File: config.mk
export PLATFORM = sky130hd
export DESIGN_NAME = c_subset_token_scanner_flat
export DESIGN_NICKNAME = d
export VERILOG_FILES = /design/src/rtl/core/cst_pkg.sv /design/src/rtl/core/cst_in_if.sv /design/src/rtl/core/cst_out_if.sv /design/src/rtl/core/cst_front.sv /design/src/rtl/core/cst_queue.sv /design/src/rtl/core/cst_back.sv /design/src/rtl/core/c_subset_token_scanner.sv /design/src/flat_wrapper.sv
export SDC_FILE = /design/constraint.sdc
export NUM_CORES = 1
export LEC_CHECK = 0
export BUFFER_PORTS_ARGS = -buffer_cell sky130_fd_sc_hd__buf_2
export CORE_ASPECT_RATIO = 0.9
export CORE_MARGIN = 5
export CORE_UTILIZATION = 45
export DETAILED_ROUTE_END_ITERATION = 10
export HOLD_SLACK_MARGIN = 0.02
export SLEW_MARGIN = 5
export SYNTH_ARGS = -nofsm -noshare
export SYNTH_HDL_FRONTEND = slang
export SYNTH_SLANG_ARGS = --single-unit
File: constraint.sdc
create_clock -name clk -period 7.5 [get_ports clk]
set_input_delay 1.5 -clock clk [delete_from_list [all_inputs] [get_ports clk]]
set_output_delay 1.5 -clock clk [all_outputs]
set_load 0.03 [all_outputs]
File: src/rtl/core/cst_pkg.sv
`timescale 1ns / 1ps
package cst_pkg;

	// Text offsets clip here (the smaller of the text size less one and the offset range).
	localparam int unsigned TEXT_MAX_BYTES = 65536;
	localparam logic [15:0] POS_LIMIT      = (TEXT_MAX_BYTES - 1 > 65535) ? 16'hFFFF
	                                         : 16'(TEXT_MAX_BYTES - 1);
	localparam logic [30:0] VALUE_MAX      = 31'h7FFF_FFFF;

	localparam int unsigned QDEPTH = 4;
	localparam int unsigned QAW    = $clog2(QDEPTH);

	localparam logic [3:0] KIND_SIGN   = 4'd0;
	localparam logic [3:0] KIND_IDENT  = 4'd1;
	localparam logic [3:0] KIND_NUM    = 4'd2;
	localparam logic [3:0] KIND_RETURN = 4'd3;
	localparam logic [3:0] KIND_IF     = 4'd4;
	localparam logic [3:0] KIND_ELSE   = 4'd5;
	localparam logic [3:0] KIND_WHILE  = 4'd6;
	localparam logic [3:0] KIND_FOR    = 4'd7;
	localparam logic [3:0] KIND_END    = 4'd8;
	localparam logic [3:0] KIND_ERROR  = 4'd9;

	localparam logic [3:0] SIGN_GE   = 4'd0;
	localparam logic [3:0] SIGN_LE   = 4'd1;
	localparam logic [3:0] SIGN_GT   = 4'd2;
	localparam logic [3:0] SIGN_LT   = 4'd3;
	localparam logic [3:0] SIGN_LPAR = 4'd4;
	localparam logic [3:0] SIGN_RPAR = 4'd5;
	localparam logic [3:0] SIGN_ADD  = 4'd6;
	localparam logic [3:0] SIGN_SUB  = 4'd7;
	localparam logic [3:0] SIGN_MUL  = 4'd8;
	localparam logic [3:0] SIGN_DIV  = 4'd9;
	localparam logic [3:0] SIGN_SEMI = 4'd10;
	localparam logic [3:0] SIGN_ASGN = 4'd11;

	// Keywords in kind order: return, if, else, while, for.
	localparam logic [0:4][0:5][7:0] KW_TEXT = '{
		"return",
		{"if", 32'd0},
		{"else", 16'd0},
		{"while", 8'd0},
		{"for", 24'd0}
	};
	localparam logic [0:4][2:0] KW_LEN = '{3'd6, 3'd2, 3'd4, 3'd5, 3'd3};

	typedef struct packed {
		logic [3:0]  kind;
		logic [3:0]  code;
		logic [15:0] start;
		logic [15:0] len;
		logic [30:0] val;
		logic        ovf;
	} tok_t;

	// One queue entry: the tokens a single byte gives, in order.
	typedef struct packed {
		logic a_v;
		tok_t a;
		logic b_v;
		tok_t b;
	} qent_t;

	typedef struct packed {
		logic hit;
		logic [3:0] code;
	} sign_hit_t;

	function automatic logic is_letter(input logic [7:0] c);
		return (c >= 8'h61 && c <= 8'h7A) || (c >= 8'h41 && c <= 8'h5A) || c == 8'h5F;
	endfunction

	function automatic logic is_digit(input logic [7:0] c);
		return c >= 8'h30 && c <= 8'h39;
	endfunction

	function automatic logic is_space(input logic [7:0] c);
		return c == 8'h20 || (c >= 8'h09 && c <= 8'h0D);
	endfunction

	function automatic sign_hit_t sign_lookup(input logic [7:0] c);
		sign_hit_t r;
		r.hit  = 1'b1;
		r.code = SIGN_GE;
		unique case (c)
			"(": r.code = SIGN_LPAR;
			")": r.code = SIGN_RPAR;
			"+": r.code = SIGN_ADD;
			"-": r.code = SIGN_SUB;
			"*": r.code = SIGN_MUL;
			"/": r.code = SIGN_DIV;
			";": r.code = SIGN_SEMI;
			"=": r.code = SIGN_ASGN;
			default: r.hit = 1'b0;
		endcase
		return r;
	endfunction

	// Keywords that still match with character c at offset idx of the run.
	function automatic logic [4:0] kw_keep(input logic [15:0] idx, input logic [7:0] c);
		logic [4:0] m;
		logic [2:0] i;
		i = (idx < 16'd6) ? idx[2:0] : 3'd0;
		for (int k = 0; k < 5; k++) begin
			m[k] = (idx < 16'(KW_LEN[k])) && (KW_TEXT[k][i] == c);
		end
		return m;
	endfunction

endpackage

File: src/rtl/core/cst_in_if.sv
`timescale 1ns / 1ps
interface cst_in_if;
	logic       valid;
	logic       ready;
	logic [7:0] text_byte;
	logic       end_marker;

	modport source(output valid, text_byte, end_marker, input ready);
	modport sink(input valid, text_byte, end_marker, output ready);
endinterface

File: src/rtl/core/cst_out_if.sv
`timescale 1ns / 1ps
interface cst_out_if;
	logic        valid;
	logic        ready;
	logic [3:0]  token_kind;
	logic [3:0]  sign_code;
	logic [15:0] start_offset;
	logic [15:0] token_length;
	logic [30:0] number_value;
	logic        value_overflow;
	logic        last_of_item;

	modport source(output valid, token_kind, sign_code, start_offset, token_length,
		number_value, value_overflow, last_of_item, input ready);
	modport sink(input valid, token_kind, sign_code, start_offset, token_length,
		number_value, value_overflow, last_of_item, output ready);
endinterface

File: src/rtl/core/cst_front.sv
`timescale 1ns / 1ps
module cst_front import cst_pkg::*; (
	input  logic     clk,
	input  logic     arst_n,
	cst_in_if.sink   text,
	input  logic     full,
	output logic     push,
	output qent_t    push_data
);

	localparam logic [2:0] MODE_IDLE  = 3'd0;
	localparam logic [2:0] MODE_IDENT = 3'd1;
	localparam logic [2:0] MODE_NUM   = 3'd2;
	localparam logic [2:0] MODE_GT    = 3'd3;
	localparam logic [2:0] MODE_LT    = 3'd4;
	localparam logic [2:0] MODE_ERR   = 3'd5;

	logic [2:0]  mode_q, mode_n;
	logic [15:0] pos_q, pos_n;
	logic [15:0] start_q, start_n;
	logic [30:0] acc_q, acc_n;
	logic        ovf_q, ovf_n;
	logic [4:0]  cand_q, cand_n;

	logic        take;
	logic [7:0]  c;
	logic [15:0] run_len;
	logic [34:0] acc_wide;
	tok_t        flush_tok;
	logic        flush_v;
	logic        consumed;
	logic        do_flush;
	sign_hit_t   sh;
	qent_t       ent;

	assign text.ready = !full;
	assign take       = text.valid && text.ready;
	assign c          = text.text_byte;
	assign run_len    = pos_q - start_q;
	assign sh         = sign_lookup(c);
	assign acc_wide   = ({4'd0, acc_q} << 3) + ({4'd0, acc_q} << 1) + 35'(c - 8'h30);

	// Token that closes the pending run, if any.
	always_comb begin
		flush_tok       = '0;
		flush_tok.start = start_q;
		flush_tok.len   = run_len;
		flush_v         = 1'b1;
		unique case (mode_q)
			MODE_IDENT: begin
				flush_tok.kind = KIND_IDENT;
				for (int k = 0; k < 5; k++) begin
					if (cand_q[k] && run_len == 16'(KW_LEN[k])) begin
						flush_tok.kind = KIND_RETURN + 4'(k);
					end
				end
			end
			MODE_NUM: begin
				flush_tok.kind = KIND_NUM;
				flush_tok.val  = acc_q;
				flush_tok.ovf  = ovf_q;
			end
			MODE_GT: begin
				flush_tok.code = SIGN_GT;
				flush_tok.len  = 16'd1;
			end
			MODE_LT: begin
				flush_tok.code = SIGN_LT;
				flush_tok.len  = 16'd1;
			end
			default: flush_v = 1'b0;
		endcase
	end

	always_comb begin
		mode_n   = mode_q;
		pos_n    = pos_q;
		start_n  = start_q;
		acc_n    = acc_q;
		ovf_n    = ovf_q;
		cand_n   = cand_q;
		ent      = '0;
		consumed = 1'b0;
		do_flush = 1'b0;

		if (text.end_marker) begin
			ent.a_v       = flush_v;
			ent.a         = flush_tok;
			ent.b_v       = (mode_q != MODE_ERR);
			ent.b.kind    = KIND_END;
			ent.b.start   = pos_q;
			mode_n        = MODE_IDLE;
			pos_n         = '0;
			start_n       = '0;
			acc_n         = '0;
			ovf_n         = 1'b0;
			cand_n        = 5'h1F;
		end else begin
			unique case (mode_q)
				MODE_IDENT: begin
					if (is_letter(c)) begin
						cand_n   = cand_q & kw_keep(run_len, c);
						consumed = 1'b1;
					end else begin
						do_flush = 1'b1;
					end
				end
				MODE_NUM: begin
					if (is_digit(c)) begin
						if (acc_wide > {4'd0, VALUE_MAX}) begin
							acc_n = VALUE_MAX;
							ovf_n = 1'b1;
						end else begin
							acc_n = acc_wide[30:0];
						end
						consumed = 1'b1;
					end else begin
						do_flush = 1'b1;
					end
				end
				MODE_GT, MODE_LT: begin
					if (c == "=") begin
						ent.a_v     = 1'b1;
						ent.a.kind  = KIND_SIGN;
						ent.a.code  = (mode_q == MODE_GT) ? SIGN_GE : SIGN_LE;
						ent.a.start = start_q;
						ent.a.len   = 16'd2;
						mode_n      = MODE_IDLE;
						consumed    = 1'b1;
					end else begin
						do_flush = 1'b1;
					end
				end
				MODE_ERR: consumed = 1'b1;
				default: ;
			endcase

			if (do_flush) begin
				ent.a_v = 1'b1;
				ent.a   = flush_tok;
				mode_n  = MODE_IDLE;
			end

			if (!consumed && !is_space(c)) begin
				start_n = pos_q;
				if (is_letter(c)) begin
					mode_n = MODE_IDENT;
					cand_n = kw_keep(16'd0, c);
				end else if (is_digit(c)) begin
					mode_n = MODE_NUM;
					acc_n  = 31'(c - 8'h30);
					ovf_n  = 1'b0;
				end else if (c == ">") begin
					mode_n = MODE_GT;
				end else if (c == "<") begin
					mode_n = MODE_LT;
				end else begin
					ent.b_v     = 1'b1;
					ent.b.start = pos_q;
					ent.b.len   = 16'd1;
					if (sh.hit) begin
						ent.b.kind = KIND_SIGN;
						ent.b.code = sh.code;
					end else begin
						ent.b.kind = KIND_ERROR;
						mode_n     = MODE_ERR;
					end
				end
			end

			if (pos_q < POS_LIMIT) begin
				pos_n = pos_q + 16'd1;
			end
		end
	end

	assign push      = take && (ent.a_v || ent.b_v);
	assign push_data = ent;

	always_ff @(posedge clk or negedge arst_n) begin
		if (!arst_n) begin
			mode_q  <= MODE_IDLE;
			pos_q   <= '0;
			start_q <= '0;
			acc_q   <= '0;
			ovf_q   <= 1'b0;
			cand_q  <= 5'h1F;
		end else if (take) begin
			mode_q  <= mode_n;
			pos_q   <= pos_n;
			start_q <= start_n;
			acc_q   <= acc_n;
			ovf_q   <= ovf_n;
			cand_q  <= cand_n;
		end
	end

endmodule

File: src/rtl/core/cst_queue.sv
`timescale 1ns / 1ps
module cst_queue import cst_pkg::*; (
	input  logic  clk,
	input  logic  arst_n,
	input  logic  push,
	input  qent_t push_data,
	output logic  full,
	input  logic  pop,
	output qent_t head,
	output logic  empty
);

	qent_t          mem_q [QDEPTH];
	logic [QAW-1:0] wr_q;
	logic [QAW-1:0] rd_q;
	logic [QAW:0]   cnt_q;
	logic           do_push;
	logic           do_pop;

	assign full    = (cnt_q == (QAW+1)'(QDEPTH));
	assign empty   = (cnt_q == '0);
	assign do_push = push && !full;
	assign do_pop  = pop && !empty;
	assign head    = mem_q[rd_q];

	always_ff @(posedge clk) begin
		if (do_push) begin
			mem_q[wr_q] <= push_data;
		end
	end

	always_ff @(posedge clk or negedge arst_n) begin
		if (!arst_n) begin
			wr_q  <= '0;
			rd_q  <= '0;
			cnt_q <= '0;
		end else begin
			if (do_push) begin
				wr_q <= wr_q + 1'b1;
			end
			if (do_pop) begin
				rd_q <= rd_q + 1'b1;
			end
			if (do_push && !do_pop) begin
				cnt_q <= cnt_q + 1'b1;
			end else if (do_pop && !do_push) begin
				cnt_q <= cnt_q - 1'b1;
			end
		end
	end

endmodule

File: src/rtl/core/cst_back.sv
`timescale 1ns / 1ps
module cst_back import cst_pkg::*; (
	input  logic      clk,
	input  logic      arst_n,
	input  qent_t     head,
	input  logic      empty,
	output logic      pop,
	cst_out_if.source tokens
);

	tok_t tok_q;
	logic last_q;
	logic valid_q;
	logic sub_q;

	logic use_a;
	logic is_last;
	logic load;

	assign use_a   = head.a_v && !sub_q;
	assign is_last = !use_a || !head.b_v;
	assign load    = (!valid_q || tokens.ready) && !empty;
	assign pop     = load && is_last;

	always_ff @(posedge clk) begin
		if (load) begin
			tok_q  <= use_a ? head.a : head.b;
			last_q <= is_last;
		end
	end

	// Send the first token of an entry, then the second if it has one, then drop the entry.
	always_ff @(posedge clk or negedge arst_n) begin
		if (!arst_n) begin
			valid_q <= 1'b0;
			sub_q   <= 1'b0;
		end else begin
			if (load) begin
				valid_q <= 1'b1;
				sub_q   <= !is_last;
			end else if (tokens.ready) begin
				valid_q <= 1'b0;
			end
		end
	end

	assign tokens.valid          = valid_q;
	assign tokens.token_kind     = tok_q.kind;
	assign tokens.sign_code      = tok_q.code;
	assign tokens.start_offset   = tok_q.start;
	assign tokens.token_length   = tok_q.len;
	assign tokens.number_value   = tok_q.val;
	assign tokens.value_overflow = tok_q.ovf;
	assign tokens.last_of_item   = last_q;

endmodule

File: src/rtl/core/c_subset_token_scanner.sv
`timescale 1ns / 1ps
// Channel  Role  Word
// text     sink  text_byte[7:0], end_marker
// tokens   src   token_kind, sign_code, start_offset, token_length,
//                number_value, value_overflow, last_of_item
//
// One text word is taken each cycle while the queue is not full; its tokens (none, one or
// two) pass through the queue and the output register, which sends one token per cycle
// while tokens.ready is high. A word giving two tokens holds the output for both; the
// four-entry queue between scanner and output absorbs this; text.ready falls only when it
// is full. Reset puts the scanner in its idle state at offset zero; no clearing pass.
module c_subset_token_scanner import cst_pkg::*; (
	input  logic      clk,
	input  logic      arst_n,
	cst_in_if.sink    text,
	cst_out_if.source tokens
);

	logic  push;
	qent_t push_data;
	logic  full;
	logic  pop;
	qent_t head;
	logic  empty;

	cst_front u_front (
		.clk      (clk),
		.arst_n   (arst_n),
		.text     (text),
		.full     (full),
		.push     (push),
		.push_data(push_data)
	);

	cst_queue u_queue (
		.clk      (clk),
		.arst_n   (arst_n),
		.push     (push),
		.push_data(push_data),
		.full     (full),
		.pop      (pop),
		.head     (head),
		.empty    (empty)
	);

	cst_back u_back (
		.clk   (clk),
		.arst_n(arst_n),
		.head  (head),
		.empty (empty),
		.pop   (pop),
		.tokens(tokens)
	);

endmodule

File: src/flat_wrapper.sv
// flat-port wrapper written by rule: the top's interface ports become plain ports
module c_subset_token_scanner_flat import cst_pkg::*;
  (clk, arst_n, text_valid, text_text_byte, text_end_marker, text_ready, tokens_valid, tokens_token_kind, tokens_sign_code, tokens_start_offset, tokens_token_length, tokens_number_value, tokens_value_overflow, tokens_last_of_item, tokens_ready);
  cst_in_if text_i ();
  cst_out_if tokens_i ();
  input  logic clk;
  input  logic arst_n;
  input wire logic [$bits(text_i.valid)-1:0] text_valid;
  input wire logic [$bits(text_i.text_byte)-1:0] text_text_byte;
  input wire logic [$bits(text_i.end_marker)-1:0] text_end_marker;
  output wire logic [$bits(text_i.ready)-1:0] text_ready;
  output wire logic [$bits(tokens_i.valid)-1:0] tokens_valid;
  output wire logic [$bits(tokens_i.token_kind)-1:0] tokens_token_kind;
  output wire logic [$bits(tokens_i.sign_code)-1:0] tokens_sign_code;
  output wire logic [$bits(tokens_i.start_offset)-1:0] tokens_start_offset;
  output wire logic [$bits(tokens_i.token_length)-1:0] tokens_token_length;
  output wire logic [$bits(tokens_i.number_value)-1:0] tokens_number_value;
  output wire logic [$bits(tokens_i.value_overflow)-1:0] tokens_value_overflow;
  output wire logic [$bits(tokens_i.last_of_item)-1:0] tokens_last_of_item;
  input wire logic [$bits(tokens_i.ready)-1:0] tokens_ready;
  assign text_i.valid = text_valid;
  assign text_i.text_byte = text_text_byte;
  assign text_i.end_marker = text_end_marker;
  assign text_ready = text_i.ready;
  assign tokens_valid = tokens_i.valid;
  assign tokens_token_kind = tokens_i.token_kind;
  assign tokens_sign_code = tokens_i.sign_code;
  assign tokens_start_offset = tokens_i.start_offset;
  assign tokens_token_length = tokens_i.token_length;
  assign tokens_number_value = tokens_i.number_value;
  assign tokens_value_overflow = tokens_i.value_overflow;
  assign tokens_last_of_item = tokens_i.last_of_item;
  assign tokens_i.ready = tokens_ready;
  c_subset_token_scanner u_core (.clk(clk), .arst_n(arst_n), .text(text_i), .tokens(tokens_i));
endmodule
# Word level (Yosys, flattened, before mapping)
# Memories as Yosys holds them, arrays and structs flattened.
# Cells that the tools add are included.
[op_classes]
muxes = 88
eq_ne = 34
reduce_logical = 51
addsub = 10
bitwise_logic = 2
n_lt_le_gt_ge = 16
[ops]
columns = ["operator", "count"]
rows = [
  ["41-bit two-way mux", 7],
  ["31-bit two-way mux", 7],
  ["16-bit two-way mux", 7],
  ["8-bit by 6-bit equality test with 1-bit output (second input constant)", 11],
  ["8-bit two-way mux", 10],
  ["78-bit two-way mux", 1],
  ["73-bit two-way mux", 1],
  ["72-bit two-way mux", 1],
  ["16-bit by 3-bit equality test with 1-bit output (second input constant)", 3],
  ["16-bit by 3-bit less-than comparator with 1-bit output (second input constant)", 3],
  ["7-bit by 8-bit equality test with 1-bit output (first input constant)", 5],
  ["8-bit equality test", 5],
  ["3-bit two-way mux", 13],
  ["34-bit by 32-bit adder with 35-bit output", 1],
  ["35-bit adder", 1],
  ["35-bit by 31-bit > comparator with 1-bit output (second input constant)", 1],
  ["16-bit by 2-bit equality test with 1-bit output (second input constant)", 2],
  ["16-bit by 2-bit less-than comparator with 1-bit output (second input constant)", 2],
  ["32-bit two-way mux", 1],
  ["4-bit case mux with 8 select lines", 1],
  ["4-bit two-way mux", 7],
  ["5-bit two-way mux", 5],
  ["1-bit logical AND", 24],
  ["1-bit two-way mux", 22],
  ["other kinds (34)", 60],
]
[word_totals]
reg_bits = 154
inputBits = 13
mem_bits_ro = 320
mem_count = 6
ramBits = 456
out_inout_bits = 75
[mem_list]
columns = ["name", "depth", "word_bits", "rd", "rd_ports_with_merged_regs", "write_ports", "line", "text"]
rows = [
  ["u_core.u_queue.mem_q", 4, 114, 1, 0, 1, "cst_queue.sv:13", "qent_t mem_q [QDEPTH];"],
  ["(name not given)", 8, 8, 1, 0, 0, "cst_pkg.sv:105", "m[k] = (idx < 16'(KW_LEN[k])) && (KW_TEXT[k][i] == c);"],
  ["(name not given)", 8, 8, 1, 0, 0, "cst_pkg.sv:105", ""],
  ["(name not given)", 8, 8, 1, 0, 0, "cst_pkg.sv:105", ""],
  ["(name not given)", 8, 8, 1, 0, 0, "cst_pkg.sv:105", ""],
  ["(name not given)", 8, 8, 1, 0, 0, "cst_pkg.sv:105", ""],
]

# Logic depth before layout (Yosys ltp)
# Gate-level depths: netlist of the first run.
[depth]
ltp_word = 18
ltp_mapped = 22
ltp_nobuf = 21

# By module
# From an unflattened synthesis of the first run, not the netlist that was laid out.
[unflattened]
hier_cells = 2195
hier_area_um2 = 34299.1
[modules_own_cells]
columns = ["module", "instances", "seq_area_each_um2", "area_per_inst_um2", "cells_each"]
rows = [
  ["cst_queue", 1, 17712.0, 21500.6, 799],
  ["cst_front", 1, 1808.0, 9572.9, 1233],
  ["cst_back", 1, 2242.2, 3225.6, 163],
]

# Least setup slack after synthesis of the first run
# Ideal clock, no wire load.
[synth_path]
path_type = "input port to flip-flop"
startpoint = "in tokens_ready"
endpoint = "reg u_core.u_queue.cnt_q[1]"
t_arrival_ps = 6776
setup_ps = 125
stages = 7
required_time_ps = 7375
path_buffers = 0
setup_slack_ps = 599
path_cell_list = "inv_1 a21oi_1 nand2_1 ha_1 inv_1 fa_1 mux2_2"
[synth_between]
elab_chain_cells = 7
elab_cells_between_ends = 9
cone_classes = "mux: 1; reduce/logical: 8"
[synth_lines]
columns = ["item", "line", "text"]
rows = [
  ["from (decl)", "flat_wrapper.sv:20", "input wire logic [$bits(tokens_i.ready)-1:0] tokens_ready;"],
  ["1-bit logical OR *", "cst_back.sv:22", "assign load = (!valid_q || tokens.ready) && !empty;"],
  ["1-bit logical AND *", "cst_back.sv:22", ""],
  ["net u_core.u_back.load", "cst_back.sv:18", "logic load;"],
  ["1-bit logical AND *", "cst_back.sv:23", "assign pop = load && is_last;"],
  ["1-bit logical AND *", "cst_queue.sv:23", "assign do_pop = pop && !empty;"],
  ["1-bit logical NOT", "cst_queue.sv:44", "if (do_push && !do_pop) begin"],
  ["1-bit logical AND", "cst_queue.sv:44", ""],
  ["3-bit two-way mux or 2-bit nonzero test (tied branches)", "-", ""],
  ["to (signal assigned)", "cst_queue.sv:45", "cnt_q <= cnt_q + 1'b1;"],
  ["to (signal assigned)", "cst_queue.sv:47", "cnt_q <= cnt_q - 1'b1;"],
  ["to (decl)", "cst_queue.sv:16", "logic [QAW:0] cnt_q;"],
]
# Mark *: on every way through the listed nets, which the timed path passes. The rest lies on a longest branch.
# A chain may end at the register's enable or synchronous reset.

# Final worst setup path of the first run
[layout_path]
startpoint = "in text_text_byte[4]"
endpoint = "reg u_core.u_front.acc_q[16]"
[layout_between]
elab_chain_cells = 11
elab_cells_between_ends = 37
cone_classes = "add/sub: 3; order compare: 9; eq/ne: 3; mux: 12; reduce/logical: 10"
[layout_lines]
columns = ["item", "line", "text"]
rows = [
  ["from (decl)", "flat_wrapper.sv:9", "input wire logic [$bits(text_i.text_byte)-1:0] text_text_byte;"],
  ["branches (longest 9 deep; another with 35-bit adder)", "-", ""],
  ["31-bit two-way mux *", "cst_front.sv:144", "if (!consumed && !is_space(c)) begin"],
  ["31-bit two-way mux *", "cst_front.sv:86", "if (text.end_marker) begin"],
  ["to (signal assigned)", "cst_front.sv:192", "acc_q <= acc_n;"],
  ["to (decl)", "cst_front.sv:21", "logic [30:0] acc_q, acc_n;"],
]
# Mark *: on every way between the ends. The select of a mux whose other input is x is not followed.

==> flow_metrics.tcl, run 1 <==
set metrics [dict create \
    drt-total-wl_um 62440 \
    synth.most_common_cell "edfxtp_1" \
    synthTopCellsByArea "edfxtp_1 52%, mux4_2 8.2%, dfrtp_1 7.4%, ha_1 3.3%, fa_1 2.5%" \
    syn_area_um2 25790 \
    r2r_slack_ps 2070 \
    nets 2040 \
    worstSkewPairLatency_ps 600 \
    overflow 0 \
    required_ps 8020 \
    antenna_left 0 \
    regToRegEndpoint "u_core.u_front.cand_q[0]" \
    ir_drop_uv 176.4 \
    stdcell_count 2735 \
    worst_pin_slew_ps 1336 \
    rr_startpoint "u_core.u_front.pos_q[0]" \
    synth_seq_cells 530 \
    yosys_warnings 0 \
    tns_ps 0 \
    die_area_um2 62200 \
    grt_start_max_net_pins 63 \
    yosys.area.top_type_share 0.5228 \
    finalHoldViolations 0 \
    io_pins 88 \
    cts_root_buf "clkbuf_16" \
    path_clk_slew_ps 70 \
    h-tree-depth 2 \
    core-area_um2 56910 \
    status "finished clean" \
    syn_to_final_growth_pct 11.96 \
    async_reset_ff_frac 0.1528 \
    syn-num-nets 1963 \
    p_per_area_nw_per_um2 441.8 \
    viasPerCell 5.927 \
    die_w_um 262.3 \
    post_cts_buffers 0 \
    clockBufferDepth 3 \
    antenna_found_initial 1 \
    maxCapViolations 0 \
    synthFlopType "edfxtp_1" \
    intPower_w 0.007832 \
    combPwrFrac 0.424 \
    ctsHoldBuffers 0 \
    p_switching_w 0.004924 \
    worst-path-max-fanout 14 \
    rows 83 \
    avgSynthCellArea_um2 13.95 \
    rsz0062_at_grt "no" \
    holdPathEnd "u_core.u_queue.cnt_q[2]" \
    post_route_cells_drive_above_1_share 0.1883 \
    vias 16210 \
    cts.sinks 530 \
    pwr-share-seq 0.361 \
    synth-edff-count 449 \
    fmax_mhz 172.3 \
    diodes 0 \
    reg2regPathDepth 19 \
    synth_largest_area_cell "edfxtp_1" \
    dp_hpwl_um 42220 \
    clock_power_share 0.214 \
    firstDrtPassIters 6 \
    cts_buffers 53 \
    slew_headroom 0.1008 \
    avgRoutedWirePerCell_um 22.83 \
    globalplace.congestion 0.9324 \
    ctsResizeCount 0 \
    wl_met3_um 3620 \
    grt_pass1_wl_um 96790 \
    cts_tree "built" \
    critical_path_class "in -> reg" \
    p_leak_nw 10.73 \
    grt_usage 0.1961 \
    worstHoldPathCells 1 \
    dp.cells 2636 \
    fill_cells 4853 \
    start_util 0.4531 \
    m1WireLength_um 30770 \
    hold_class "reg -> reg" \
    min_from "u_core.u_queue.cnt_q[2]" \
    setup_violations 0 \
    drt_iter0_drc 1516 \
    synth.distinct_cells 92 \
    finalCriticalPeriod_ps 5804 \
    sw_frac_of_total 0.3860 \
    finalCritPeriodShare 0.7738 \
    numPortBuffers 87 \
    syn-instance-count 1849 \
    finalMaxSlewViolations 0 \
    remaining_drc_errors 0 \
    grt_pass1_vias 15890 \
    end_kind "register" \
    die_h_um 237.1 \
    netlist_top_cells_count "449 x edfxtp_1, 124 x a21oi_1, 121 x nand2_1" \
    ys_seq_area_frac 0.6017 \
    worstPathArrival_ps 6320 \
    route.met2.wl_um 27040 \
    maxUsedRoutingLayer "met5" \
    crit_path_start_kind "input port" \
    finClkSkew_ps 25.41 \
]
cell usage in the layout (no fill, tap or decap), types with 33 or more instances in the layout:
cell type	instances
edfxtp_1	449
xnor2_1	36
o21ai_0	58
dfrtp_1	74
clkbuf_16	55
nor2_1	101
nand2_1	120
nor3_1	34
a21oi_1	123
and3_1	58
and2_1	33
inv_1	59
ha_1	69
buf_2	86
mux4_2	94
registers in the layout, indices dropped and copies added (netlist names), 2 cells and up:
signal,cells
u_core.u_back.tokens.number_value,31
u_core.u_back.tokens.sign_code,4
u_core.u_back.tokens.start_offset,16
u_core.u_back.tokens.token_kind,4
u_core.u_back.tokens.token_length,16
u_core.u_front.acc_q,31
u_core.u_front.cand_q,5
u_core.u_front.mode_q,3
u_core.u_front.pos_q,16
u_core.u_front.start_q,16
u_core.u_queue.cnt_q,3
u_core.u_queue.mem_q,376
u_core.u_queue.rd_q,2
u_core.u_queue.wr_q,2
worst max-delay path, stage by stage:
cell	delay, ps
buf_2	180
ha_1	350
nor2_2	430
buf_4	320
fa_1	450
ha_1	400
a2111oi_0	370
o21ai_1	120
a221o_1	340
nor3b_1	160
a21o_1	180
o41a_1	380
xor2_1	240
nand2b_4	300
nand2_1	330
a21oi_1	260
how the worst max path moves through the flow:
stage,from,endpoint,cells after the start
5_1_grt,text_text_byte[4],u_core.u_front.acc_q[27],16
4_1_cts,text_text_byte[4],u_core.u_front.acc_q[8],16
3_3_place_gp,text_text_byte[4],u_core.u_front.acc_q[21],16
6_report,text_text_byte[4],u_core.u_front.acc_q[16],16
3_5_place_dp,text_text_byte[4],u_core.u_front.acc_q[8],16
2_1_floorplan,tokens_ready,u_core.u_queue.cnt_q[1],7
kinds of logic after synthesis:
kind of cell,synth area share
AO/OA/AOI/OAI,0.09815
XOR/XNOR,0.02169
adder cells (fa/ha/maj),0.05832
buffers and inverters,0.02795
flip-flops,0.6017
multiplexers,0.09446
AND/OR/NAND/NOR,0.09776
routing by layer:
metal	global-route usage	up-vias
met5	0	-
met2	0.2827	512
met1	0.3176	8359
li1	-	7265
met4	0.03660	2
met3	0.03210	73
per-stage QoR:
step / setup WS, ps / power, W / hold slack, ps / area, um^2 / utilization
after global placement: 1299 / 0.01001 / 480.9 / 27060 / 0.4756
final: 1696 / 0.01276 / 498.8 / 28870 / 0.5074
after CTS: 1739 / 0.01284 / 503.5 / 28870 / 0.5074
after global routing: 1308 / 0.01347 / 508.1 / 28870 / 0.5074
after floorplan: 599.1 / 0.008464 / 457.9 / 25790 / -
after detailed placement: 1122 / 0.01008 / 481.9 / 27060 / 0.4756
cell type report:
class / count / area (um^2) / area share
multi-input combinational: 1159 / 9590 / 0.3321
inverter: 59 / 221.5 / 0.007670
tap: 765 / 957.2 / 0.03315
clock buffer: 61 / 1399 / 0.04845
timing repair buffer: 123 / 770.7 / 0.02669
sequential: 530 / 15520 / 0.5376
clock inverter: 38 / 411.6 / 0.01426
power by group through the flow:
stage	Sequential, W	Combinational (W)	Clock (W)
after floorplan	0.00495	0.00351	0
after global placement	0.00464	0.00537	0
after detailed placement	0.00467	0.00541	0
after CTS	0.00462	0.00544	0.00279
after global routing	0.00469	0.00589	0.00290
final	0.00461	0.00541	0.00273
Power figures use the tool's default switching activity.
==> run 2, diff against run 1 <==
Clock period 7.5 ns to 5.9 ns, I/O delays scaled along.
==> flow_metrics.tcl, run 2 (synthesized netlist as in run 1, its figures left out) <==
set metrics [dict create \
    start_util 0.4531 \
    largest_register "u_core.u_queue.mem_q" \
    worst_pin_slew_ps 1107 \
    hold_class "reg -> reg" \
    drt-total-wl_um 61070 \
    firstDrtPassIters 7 \
    required_ps 6450 \
    rsz0062_at_grt "no" \
    dpl_worst_slack_ps 330.4 \
    multi_input_area_um2 9589 \
    finalWorstSetupSlack_ps 637.1 \
    numPortBuffers 87 \
    core-area_um2 56910 \
    path_clk_slew_ps 60 \
    io_pins 88 \
    p_leak_nw 10.73 \
    final_core_utilization 0.5069 \
    reg2regPathDepth 19 \
    overflow 0 \
    cp_num_buf_inv 2 \
    globalplace.congestion 0.9517 \
    antenna_left 0 \
    avgRoutedWirePerCell_um 22.26 \
    ctsHoldBuffers 0 \
    grt_pass1_vias 15920 \
    maxCapViolations 0 \
    worstPathArrival_ps 5810 \
    clockBufferDepth 3 \
    seq_area_um2 15520 \
    slew_headroom 0.2429 \
    status "finished clean" \
    cts_tree "built" \
    drt_iter0_drc 1422 \
    crit_path_start_kind "register" \
    grt_start_max_net_pins 58 \
    worst-path-max-fanout 8 \
    finalCriticalPeriod_ps 5263 \
    cts_buffers 55 \
    cp_slowest_cell "and3_1" \
    postLayoutCellArea_um2 28850 \
    worstHoldPathCells 1 \
    die_w_um 262.3 \
    antenna_found_initial 2 \
    worstSkewPairLatency_ps 610 \
    crit_path_max_incr_delay_ps 520 \
    largest_reg_flops 376 \
    cts_root_buf "clkbuf_16" \
    h-tree-depth 2 \
    p_per_area_nw_per_um2 554.6 \
    nets 2047 \
    vias 16010 \
    ir_drop_uv 282.0 \
    final_cell_mix "449 x edfxtp_1, 123 x a21oi_1, 120 x nand2_1" \
    cp.depth 19 \
    die_h_um 237.1 \
    cts.sinks 530 \
    grt_usage 0.1941 \
    fmax_mhz 190.0 \
    post_route_cells_drive_above_1_share 0.1866 \
    mostFrequentLayoutCell "edfxtp_1" \
    ctsResizeCount 0 \
    end_kind "register" \
    die_area_um2 62200 \
    grt_pass1_wl_um 96050 \
    syn_to_final_growth_pct 11.87 \
    crit_chain "inv_1 > ha_1 > inv_1 > fa_1 > a21o_2 > a221oi_2 > o21bai_1 > xnor2_1 > nand4_1 > a2111oi_2 > and3_1 > nand3_1 > ha_1 > nor2_1 > xnor2_1 > nor4b_1 > nand2_1 > a2111oi_0 > a31o_1" \
    dp_hpwl_um 41910 \
    finClkSkew_ps 17.60 \
    finalHoldViolations 0 \
    post_cts_buffers 0 \
    finalMaxSlewViolations 0 \
    place_area_um2 27090 \
    rows 83 \
    critical_path_class "reg -> reg" \
    remaining_drc_errors 0 \
    setup_violations 0 \
    viasPerCell 5.835 \
    crit_family "compound AO/OA/AOI/OAI gates" \
    finalCritPeriodShare 0.8920 \
    tns_ps 0 \
    fill_cells 4842 \
]
[run 2: report_power, final]
part	switching [W]	total [W]	internal (W)	leakage [nW]
combinational	0.00423	0.00681	0.00258	4.54
sequential	0.000534	0.00586	0.00532	5.33
clock	0.00142	0.00334	0.00192	0.853
total	0.00618	0.0160	0.00982	10.7
[run 2: per-stage QoR]
step / power, W / hold slack [ps] / cells
global route: 0.01697 / 512.6 / 2742
global placement: 0.01265 / 482.3 / 2641
detailed placement: 0.01275 / 482.0 / 2641
finish: 0.01600 / 495.5 / 2743
floorplan: 0.01072 / 457.9 / 1849
CTS: 0.01613 / 499.6 / 2742
[run 2: per-layer routing]
metal	vias to the layer above	global-route usage	part of all wire
met5	-	0	0.00021
met3	61	0.03823	0.062
li1	7266	-	-
met4	2	0.03755	0.013
met2	490	0.2812	0.44
met1	8186	0.3081	0.49
[run 2: cell type report]
cell class,instances,share of cell area
sequential,530,0.5381
multi-input combinational,1159,0.3324
clock buffer,75,0.05174
tap,765,0.03318
timing repair buffer,128,0.02758
clock inverter,26,0.009238
inverter,59,0.007677
antenna,1,0.00008674
[run 2: worst register-to-register path: cells and delay by family (launching register included)]
kind | cells | cell delay, ps
AO/OA/AOI/OAI | 6 | 1660
XOR/XNOR | 2 | 400
adder cells (fa/ha/maj) | 3 | 980
buffers and inverters | 2 | 230
flip-flops | 1 | 450
AND/OR/NAND/NOR | 6 | 1480
[run 2: worst paths after layout]
check                                           from                   endpoint  slack, ps
setup / recovery             u_core.u_front.pos_q[0]   u_core.u_front.cand_q[0]        640
hold reg to reg            u_core.u_front.start_q[8]  u_core.u_front.start_q[8]        500
min in group asynchronous                     arst_n   u_core.u_front.acc_q[21]        620
hold / removal             u_core.u_front.start_q[8]  u_core.u_front.start_q[8]        500
setup reg to reg             u_core.u_front.pos_q[0]   u_core.u_front.cand_q[0]        640
max in group asynchronous                     arst_n     u_core.u_queue.rd_q[0]       4250
